### config.mk
export PLATFORM = sky130hd
export DESIGN_NAME = disjoint_range_tag_table
export DESIGN_NICKNAME = d
export VERILOG_FILES = /design/src/rtl/core/drt_pkg.sv /design/src/rtl/core/drt_match.sv /design/src/rtl/core/disjoint_range_tag_table.sv
export SDC_FILE = /design/constraint.sdc
export NUM_CORES = 2
export LEC_CHECK = 0
export ABC_AREA = 0
export BUFFER_PORTS_ARGS = -buffer_cell sky130_fd_sc_hd__buf_4
export CORE_MARGIN = 1
export CORE_UTILIZATION = 30
export CTS_BUF_LIST = sky130_fd_sc_hd__clkbuf_2 sky130_fd_sc_hd__clkbuf_4 sky130_fd_sc_hd__clkbuf_8
export DETAILED_ROUTE_END_ITERATION = 10
export PLACE_DENSITY = 0.49
export SLEW_MARGIN = 20
export SYNTH_ARGS = -nofsm -noshare
export SYNTH_HDL_FRONTEND = slang
export SYNTH_SLANG_ARGS = --single-unit
export TNS_END_PERCENT = 10
### constraint.sdc
create_clock -name clk -period 25.3 [get_ports clk]
set_input_delay 5.06 -clock clk [delete_from_list [all_inputs] [get_ports clk]]
set_output_delay 5.06 -clock clk [all_outputs]
set_load 0.05 [all_outputs]
### src/rtl/core/drt_pkg.sv
// ----------------------------------------------------------------------------
// drt_pkg
// shared types and codes of the disjoint range tag table
// ----------------------------------------------------------------------------
package drt_pkg;

  localparam int AddrPortW = 64;
  localparam int TagPortW  = 16;

  localparam logic [1:0] CMD_LOOKUP = 2'd0;
  localparam logic [1:0] CMD_SET    = 2'd1;
  localparam logic [1:0] CMD_DELETE = 2'd2;
  localparam logic [1:0] CMD_NOP    = 2'd3;

  localparam logic [1:0] ST_OK        = 2'd0;
  localparam logic [1:0] ST_BAD_RANGE = 2'd1;
  localparam logic [1:0] ST_FULL      = 2'd2;

  typedef enum logic [3:0] {
    S_IDLE  = 4'b0001,
    S_FETCH = 4'b0010,
    S_SCAN  = 4'b0100,
    S_FIN   = 4'b1000
  } state_t;

  typedef struct packed {
    logic contains;
    logic overlaps;
  } match_t;

endpackage

### src/rtl/core/drt_match.sv
// ----------------------------------------------------------------------------
// drt_match
// range compare unit shared by every step of the table scan
// ----------------------------------------------------------------------------
module drt_match
  import drt_pkg::*;
#(
  parameter int ADDR_WIDTH = 64
) (
  input  logic [ADDR_WIDTH-1:0] entry_low,
  input  logic [ADDR_WIDTH-1:0] entry_high,
  input  logic [ADDR_WIDTH-1:0] query_low,
  input  logic [ADDR_WIDTH-1:0] query_high,
  output match_t                result
);

  always_comb begin
    result.contains = (entry_low <= query_low) && (query_high <= entry_high);
    result.overlaps = (entry_low <= query_high) && (query_low <= entry_high);
  end

endmodule

### src/rtl/core/disjoint_range_tag_table.sv
// ----------------------------------------------------------------------------
// disjoint_range_tag_table
// table of disjoint closed address ranges with a tag on each
// ----------------------------------------------------------------------------
// A command beat is taken when start is high and busy is low: cmd, range_low,
// range_high and tag_in. Lookup hits when the query lies wholly inside one
// stored range; delete removes every stored range that overlaps the query;
// set deletes the overlaps and then stores the range in the lowest free slot.
// Each command gives one result beat: done is high for one cycle with hit,
// tag_out and status, and the receiver cannot hold it off.
// A command walks the table one entry a cycle through the single compare
// unit, reading the entry memory at one address per cycle, and busy stays
// high through the result beat, so no new command is taken before done.
// A reversed range or an unused code skips the walk: done is high in the
// cycle right after accept.
// Reset empties the table at once by clearing the valid bits; the entry
// memory itself is left as it is.
// ----------------------------------------------------------------------------
module disjoint_range_tag_table
  import drt_pkg::*;
#(
  parameter int ENTRIES    = 16,
  parameter int ADDR_WIDTH = 64,
  parameter int TAG_WIDTH  = 16
) (
  input  logic                 clk,
  input  logic                 rst,
  input  logic                 start,
  output logic                 busy,
  input  logic [1:0]           cmd,
  input  logic [AddrPortW-1:0] range_low,
  input  logic [AddrPortW-1:0] range_high,
  input  logic [TagPortW-1:0]  tag_in,
  output logic                 done,
  output logic                 hit,
  output logic [TagPortW-1:0]  tag_out,
  output logic [1:0]           status
);

  localparam int IdxW  = $clog2(ENTRIES);
  localparam int KeepW = (TAG_WIDTH < TagPortW) ? TAG_WIDTH : TagPortW;

  state_t state, state_next;

  logic [ADDR_WIDTH-1:0] mem_low  [ENTRIES];
  logic [ADDR_WIDTH-1:0] mem_high [ENTRIES];
  logic [KeepW-1:0]      mem_tag  [ENTRIES];
  logic [ENTRIES-1:0]    valid;

  logic [ADDR_WIDTH-1:0] rd_low, rd_high;
  logic [KeepW-1:0]      rd_tag;

  logic [1:0]            cmd_r;
  logic [ADDR_WIDTH-1:0] lo_q, hi_q;
  logic [KeepW-1:0]      tag_q, tag_r;
  logic                  bad_r, found;
  logic [IdxW-1:0]       ptr, cur, slot;

  logic                  accept, bad_in, last, v;
  match_t                m;

  assign accept = start && !busy;
  assign bad_in = (cmd != CMD_NOP) &&
                  (range_low[ADDR_WIDTH-1:0] > range_high[ADDR_WIDTH-1:0]);
  assign last   = (cur == IdxW'(ENTRIES - 1));
  assign v      = valid[cur];

  drt_match #(
    .ADDR_WIDTH (ADDR_WIDTH)
  ) u_match (
    .entry_low  (rd_low),
    .entry_high (rd_high),
    .query_low  (lo_q),
    .query_high (hi_q),
    .result     (m)
  );

  always_comb begin
    state_next = state;
    unique case (state)
      S_IDLE: begin
        if (accept) begin
          state_next = (bad_in || cmd == CMD_NOP) ? S_FIN : S_FETCH;
        end
      end
      S_FETCH: state_next = S_SCAN;
      S_SCAN: begin
        if (last) begin
          state_next = S_FIN;
        end
      end
      S_FIN:   state_next = S_IDLE;
      default: state_next = S_IDLE;
    endcase
  end

  always_ff @(posedge clk) begin
    if (rst) begin
      state <= S_IDLE;
    end else begin
      state <= state_next;
    end
  end

  // entry memory, registered read at the walk pointer
  always_ff @(posedge clk) begin
    rd_low  <= mem_low[ptr];
    rd_high <= mem_high[ptr];
    rd_tag  <= mem_tag[ptr];
    if (state == S_FIN && cmd_r == CMD_SET && found && !bad_r) begin
      mem_low[slot]  <= lo_q;
      mem_high[slot] <= hi_q;
      mem_tag[slot]  <= tag_q;
    end
  end

  always_ff @(posedge clk) begin
    if (rst) begin
      valid <= '0;
      found <= 1'b0;
    end else begin
      unique case (state)
        S_IDLE: begin
          if (accept) begin
            found <= 1'b0;
          end
        end
        S_SCAN: begin
          if ((cmd_r == CMD_SET || cmd_r == CMD_DELETE) && v && m.overlaps) begin
            valid[cur] <= 1'b0;
          end
          if (!found) begin
            if (cmd_r == CMD_LOOKUP && v && m.contains) begin
              found <= 1'b1;
            end
            if (cmd_r == CMD_SET && (!v || m.overlaps)) begin
              found <= 1'b1;
            end
          end
        end
        S_FIN: begin
          if (cmd_r == CMD_SET && found && !bad_r) begin
            valid[slot] <= 1'b1;
          end
        end
        default: begin
        end
      endcase
    end
  end

  // command beat capture and walk counters
  always_ff @(posedge clk) begin
    if (accept) begin
      cmd_r <= cmd;
      lo_q  <= range_low[ADDR_WIDTH-1:0];
      hi_q  <= range_high[ADDR_WIDTH-1:0];
      tag_q <= tag_in[KeepW-1:0];
      bad_r <= bad_in;
      ptr   <= '0;
      cur   <= '0;
    end else begin
      if (state == S_FETCH || state == S_SCAN) begin
        ptr <= ptr + 1'b1;
      end
      if (state == S_SCAN) begin
        cur <= cur + 1'b1;
      end
    end
    if (state == S_SCAN && !found) begin
      if (cmd_r == CMD_LOOKUP && v && m.contains) begin
        tag_r <= rd_tag;
      end
      if (cmd_r == CMD_SET && (!v || m.overlaps)) begin
        slot <= cur;
      end
    end
  end

  always_comb begin
    busy    = (state != S_IDLE);
    done    = (state == S_FIN);
    hit     = (cmd_r == CMD_LOOKUP) && found && !bad_r;
    tag_out = hit ? TagPortW'(tag_r) : '0;
    if (bad_r) begin
      status = ST_BAD_RANGE;
    end else if (cmd_r == CMD_SET && !found) begin
      status = ST_FULL;
    end else begin
      status = ST_OK;
    end
  end

  a_accept_busy : assert property (@(posedge clk) disable iff (rst)
    start && !busy |=> busy)
    else $error("command beat taken but block not busy");

  a_done_release : assert property (@(posedge clk) disable iff (rst)
    done |=> !busy)
    else $error("block still busy after result beat");

  a_hit_status : assert property (@(posedge clk) disable iff (rst)
    done && status != ST_OK |-> !hit)
    else $error("hit reported with error status");

  a_insert_at_end : assert property (@(posedge clk) disable iff (rst)
    !done |=> $countones(valid) <= $countones($past(valid)))
    else $error("entry added outside the result cycle");

endmodule

# Word-level counts from Yosys, hierarchy flattened
# Memories as Yosys holds them, arrays and structs flattened. A register that Yosys moved wholly into a read port is not among the register bits.
# Cells that the tools add are included.
# totals
output_inout_bits,21
word_cells,102
input_bits,149
regBits,196
ram_bits,2304
mem_count,3
# mem_list
name,depth,word_bits,read_ports,rd_clocked_by_memory_dff,wr,line,source
mem_high,16,64,1,1,1,disjoint_range_tag_table.sv:46,logic [ADDR_WIDTH-1:0] mem_high [ENTRIES];
mem_low,16,64,1,1,1,disjoint_range_tag_table.sv:45,logic [ADDR_WIDTH-1:0] mem_low [ENTRIES];
mem_tag,16,16,1,1,1,disjoint_range_tag_table.sv:47,logic [KeepW-1:0] mem_tag [ENTRIES];
# op_classes
bitwise,3
eq_ne,14
add_sub_neg,2
n_lt_le_gt_ge,9
n_mux,23
n_reduce_logical,36
# op_table
cell,count
64-bit <= comparator,4
64-bit > comparator,1
16-bit two-way mux,3
16-bit one-hot mux with 2 select lines,1
1-bit logical AND,20
16-bit bitwise AND,1
16-bit NOT,1
16-bit bitwise OR,1
4-bit two-way mux,3
4-bit one-hot mux with 3 select lines,1
4-bit by 5-bit less-than comparator with 1-bit output (second input constant),2
1-bit two-way mux,9
4-bit by 1-bit adder with 4-bit output (second input constant),2
1-bit demux with 4-bit select,2
4-bit == test (second input constant),2
4-bit by 1-bit >= comparator with 1-bit output (second input constant),2
2-bit != test (second input constant),4
2-bit AND reduction,4
1-bit binary-select mux with 4-bit select,1
2-bit == test (second input constant),2
4-bit by 1-bit == test with 1-bit output (second input constant),1
4-bit by 2-bit == test with 1-bit output (second input constant),1
4-bit by 3-bit == test with 1-bit output (second input constant),1
1-bit logical NOT,4
other kinds (9),14

# Depth between registers and ports, before layout
# logic_depth
depth_word,8
ltp_mapped,11

# By module
# From an unflattened synthesis, not the netlist that was laid out.
# unflattened
cells_unflattened,4857
area_unflattened_um2,103685.7
# modules_own_cells
module,area_each_um2,cells_each,instances
disjoint_range_tag_table,97519.8,4001,1
drt_match,6165.9,856,1

# Worst setup path before layout
# OpenSTA, ideal clock, no wires.
# synth_timing
path_kind,reg2reg
start,register state[0]
end,register valid[4]
arrival_ns,13.731
synth_period_minus_slack_ns,13.841
path_stages_with_launch,7
required_ns,25.190
setup_slack_ns,11.459
n_path_buf,0
cell_sequence,dfxtp_1 > nor4b_1 > nand4b_1 > or3b_2 > nor3_1 > o21ai_0 > a31oi_1
# synth_between
elab_chain_len,3
word_cells_on_any_way,7
# synth_lines
element,line,source
from (decl),disjoint_range_tag_table.sv:43,"state_t state, state_next;"
from (signal assigned),disjoint_range_tag_table.sv:101,state <= state_next;
4-bit == test (*),--,
named net done,disjoint_range_tag_table.sv:34,"output logic done,"
2-bit by 1-bit != test with 1-bit output (no line) / 2-bit nonzero test (equally long branches),--,
3-bit AND reduction (no line),--,
to (signal assigned),disjoint_range_tag_table.sv:119,valid <= '0;
"to (signal, indexed assignment)",disjoint_range_tag_table.sv:130,valid[cur] <= 1'b0;
"to (signal, indexed assignment)",disjoint_range_tag_table.sv:143,valid[slot] <= 1'b1;
to (decl),disjoint_range_tag_table.sv:48,logic [ENTRIES-1:0] valid;
# The timed path passes the listed nets; every way through them passes the cells marked *.
# A chain may end at the register's enable or synchronous reset.

# Final worst setup path
# layout_timing
start,register cmd_r[0]
end,output port tag_out[13]
# layout_between
elab_chain_len,4
# layout_lines
element,line,source
from (decl),disjoint_range_tag_table.sv:53,logic [1:0] cmd_r;
from (signal assigned),disjoint_range_tag_table.sv:155,cmd_r <= cmd;
2-bit logical NOT,disjoint_range_tag_table.sv:183,hit = (cmd_r == CMD_LOOKUP) && found && !bad_r;
1-bit logical AND (2 in a row),disjoint_range_tag_table.sv:183,
16-bit two-way mux,disjoint_range_tag_table.sv:184,tag_out = hit ? TagPortW'(tag_r) : '0;
to (decl),disjoint_range_tag_table.sv:36,"output logic [TagPortW-1:0] tag_out,"
# Every way passes these cells.

==> impl_results.md <==
* Vias/cell at about 5
* Wire per inst at ~27 µm
* Worst-path cell chain: inv_1, ha_1, and3b_2, buf_4, and2_1, buf_4
* Period minus WS final at 8.014 ns
* Commonest non-fill, non-tap cell in the layout: edfxtp_1
* Syn Std Cell Area at 103600 µm²
* Die ar. at around 350000 µm²
* Hold/Removal Path Class: reg2reg
* Num ports at 170
* Vias in the first global route at 54250
* Max_cap viols at 0
* Fin cells at between 10000 and 15000
* First-pass GRT wire length at between 300000 and 400000 µm
* Fmax at 124.8 MHz
* Max Slew Vio Count at 0
* Syn Inst Count at roughly 4800
* Antenna violations before repair at 15
* DRC marker count from the first detailed-route iteration at between 3000 and 4000
* Largest net degree at the start of global routing at between 100 and 150
* Placed Cells at approximately 9500
* Drt pass-1 iters at 5
* Max IR drop VDD at between 30 and 40 µV
* RSZ-0062 raised after global routing: no
* Die Ht at 589.7 µm
* Layout Nets at a little under 6000
* Final period utilization at 0.3168
* Area Overhead vs Synth at 16.42%
* Fin. Hold Viols at 0
* CP arrival at between 2 and 3 ns
* Detailed Route WL at 279400 µm
* Final setup fails at 0
* Worst-path fanout max at 17
* DP HPWL at approximately 150000 µm
* Fin Setup TNS at 0 ns
* Synth Net Count at between 5000 and 6000
* CP startpoint kind: flop
* WP data required at a little over 20 ns
* Post-CTS resize count at 0
* Seq cells post-synth at between 2000 and 3000
* Sequential share of the synthesized area at 0.7496
* CP dominant cell by count: buf_4
* Static Leak at around 39 nW
* Setup CP Type: reg2out
* FILL cells at about 32000
* Top FF cell, synth: edfxtp_1
* CTS tree: built
* Final ANT Viol Nets at 0
* FP Rows at about 220
* Clock latency on the worst-skew pair at 1.10 ns
* Core Area at approximately 340000 µm²
* Drt drc at 0
* CTS Hold Bufs at 0
* Mean Syn Cell Area at between 20 and 25 µm²
* Root Buffer: clkbuf_8
* DR vias at just over 50000
* H-tree depth at 5
* Post-CTS Setup Inserts at 0
* Clock-pin transition on the worst setup and hold timing paths at approximately 0.060 ns
* Initial Util at 0.3019
* Total global-route track usage at 0.1596
* CP max-delay cell: buf_4
* Fin Clk Skew at between 0.1 and 0.15 ns
* CTS Buffer Depth at 4
* Crit end category: primary output
* Most frequent cells in the layout: edfxtp_1 (2471), mux4_2 (704), clkbuf_8 (494)
* DP Area at between 100000 and 150000 µm²
* Number of flops mapped to enable cells by yosys at 2471
* Num CTS Buffers at ~450
* Unique masters post-synth at 62
* Total congestion overflow at 0
* Die W at a little under 600 µm
* Slew margin rel. at 0.2151
* # port buffers at roughly 170
* Worst slew pin tran at ~1.2 ns
* Post-route design area at around 120000 µm²
* Clock sink count at 2644
* Max incr delay on CP at approximately 0.50 ns
* Layout cells sized above 1 at 0.3128
* Yosys warns at 0
* PD cells at a little under 80 nW/µm²
* Status: finished, final reports clean
* Placer Congestion at ~0.78
* Ys async rst share at 0
-- layer usage --
metal | global-route usage | vias to the layer above | wire [µm]
li1 | - | 21370 | -
met1 | 0.2166 | 27600 | 123100
met2 | 0.2692 | 1250 | 137800
met3 | 0.02131 | 416 | 12060
met4 | 0.04312 | 4 | 6317
met5 | 0 | - | 26
-- layout make-up --
type                       instances  area (µm²)  area share
multi-input combinational       1751       24370      0.2020
tap                             4557        5702     0.04727
sequential                      2644       77680      0.6440
inverter                         272        1028    0.008526
antenna                            5       12.51   0.0001037
timing repair buffer             282        2258     0.01872
clock inverter                   128        1152    0.009553
clock buffer                     710        8421     0.06981
-- power by group --
group / leakage, nW / internal (mW) / switching, mW
Clock: 5.10 / 2.27 / 1.76
Combinational: 10.4 / 0.131 / 0.167
Sequential: 23.7 / 4.85 / 0.109
Total: 39.2 / 7.25 / 2.03
-- sequential cells by signal, summed over array words and instances, names as in the netlist, 16 cells and up --
name,count
tag_q,16
hi_q,64
mem_high,1024
lo_q,64
mem_low,1024
rd_low,64
rd_high,64
valid,16
mem_tag,256
rd_tag,16
tag_r,16
-- through the flow --
stage | setup WS, ns | utilization | power [mW] | hold slack [ns]
after global placement | 17.17 | 0.3235 | 5.345 | 0.3920
after floorplan | 11.46 | - | 5.178 | 0.3855
after CTS | 17.05 | 0.3514 | 9.413 | 0.3959
final | 17.29 | 0.3514 | 9.287 | 0.3998
after global routing | 17.07 | 0.3514 | 9.622 | 0.4077
after detailed placement | 17.05 | 0.3235 | 5.355 | 0.3887
-- cells in the mapped netlist (all sizes together) (3+ instances only) --
library cell | n | area share
o221ai | 5 | 0.00042
buf | 49 | 0.0019
o21ai | 57 | 0.0028
o21a | 8 | 0.00058
mux4 | 704 | 0.15
a2111oi | 3 | 0.00025
nor4 | 11 | 0.00066
dfxtp | 173 | 0.033
xor2 | 3 | 0.00025
a31oi | 17 | 0.0010
and3 | 4 | 0.00025
nand2b | 5 | 0.00030
nor4b | 3 | 0.00025
nand4 | 70 | 0.0043
inv | 272 | 0.0099
a21o | 51 | 0.0037
o211ai | 10 | 0.00072
ha | 327 | 0.039
nor2b | 34 | 0.0021
or2 | 4 | 0.00024
and2 | 22 | 0.0013
a211oi | 33 | 0.0024
and4 | 6 | 0.00051
nand3 | 27 | 0.0013
nand2 | 68 | 0.0025
mux2 | 3 | 0.00033
clkbuf | 130 | 0.0047
mux2i | 22 | 0.0021
a221oi | 8 | 0.00068
nor3 | 18 | 0.00087
or4 | 6 | 0.00051
or3 | 5 | 0.00030
nor2 | 48 | 0.0017
a21oi | 142 | 0.0069
edfxtp | 2471 | 0.72
-- logic make-up (layout without fill, tap and decap cells) --
group           count (synthesis)  in the layout  share of synthesized area
mux                           729            729                     0.1555
simple gates                  338            338                    0.01763
other cells                     0              5                          0
fa+ha+maj                     327            327                    0.03949
xor+xnor                        5              5                  0.0004227
buf+inv                       451           1392                    0.01645
flops                        2644           2644                     0.7496
compound gates                352            352                    0.02099
-- worst max-delay path: cells and delay by family (launching register included) --
family	cells	cell delay (ns)
adder cells (fa/ha/maj)	1	0.24
buffers and inverters	3	0.77
flip-flops	1	0.39
AND/OR/NAND/NOR	2	0.45
-- final timing paths --
check                  start     endpoint  slack, ns  cells past startpoint
setup / recovery    cmd_r[0]  tag_out[13]      17.29                      6
hold / removal    rd_tag[12]    tag_r[12]       0.40                      0
setup reg to reg    lo_q[61]     tag_r[9]      20.46                     10
hold reg to reg   rd_tag[12]    tag_r[12]       0.40                      0
Power figures use the tool's default switching activity.
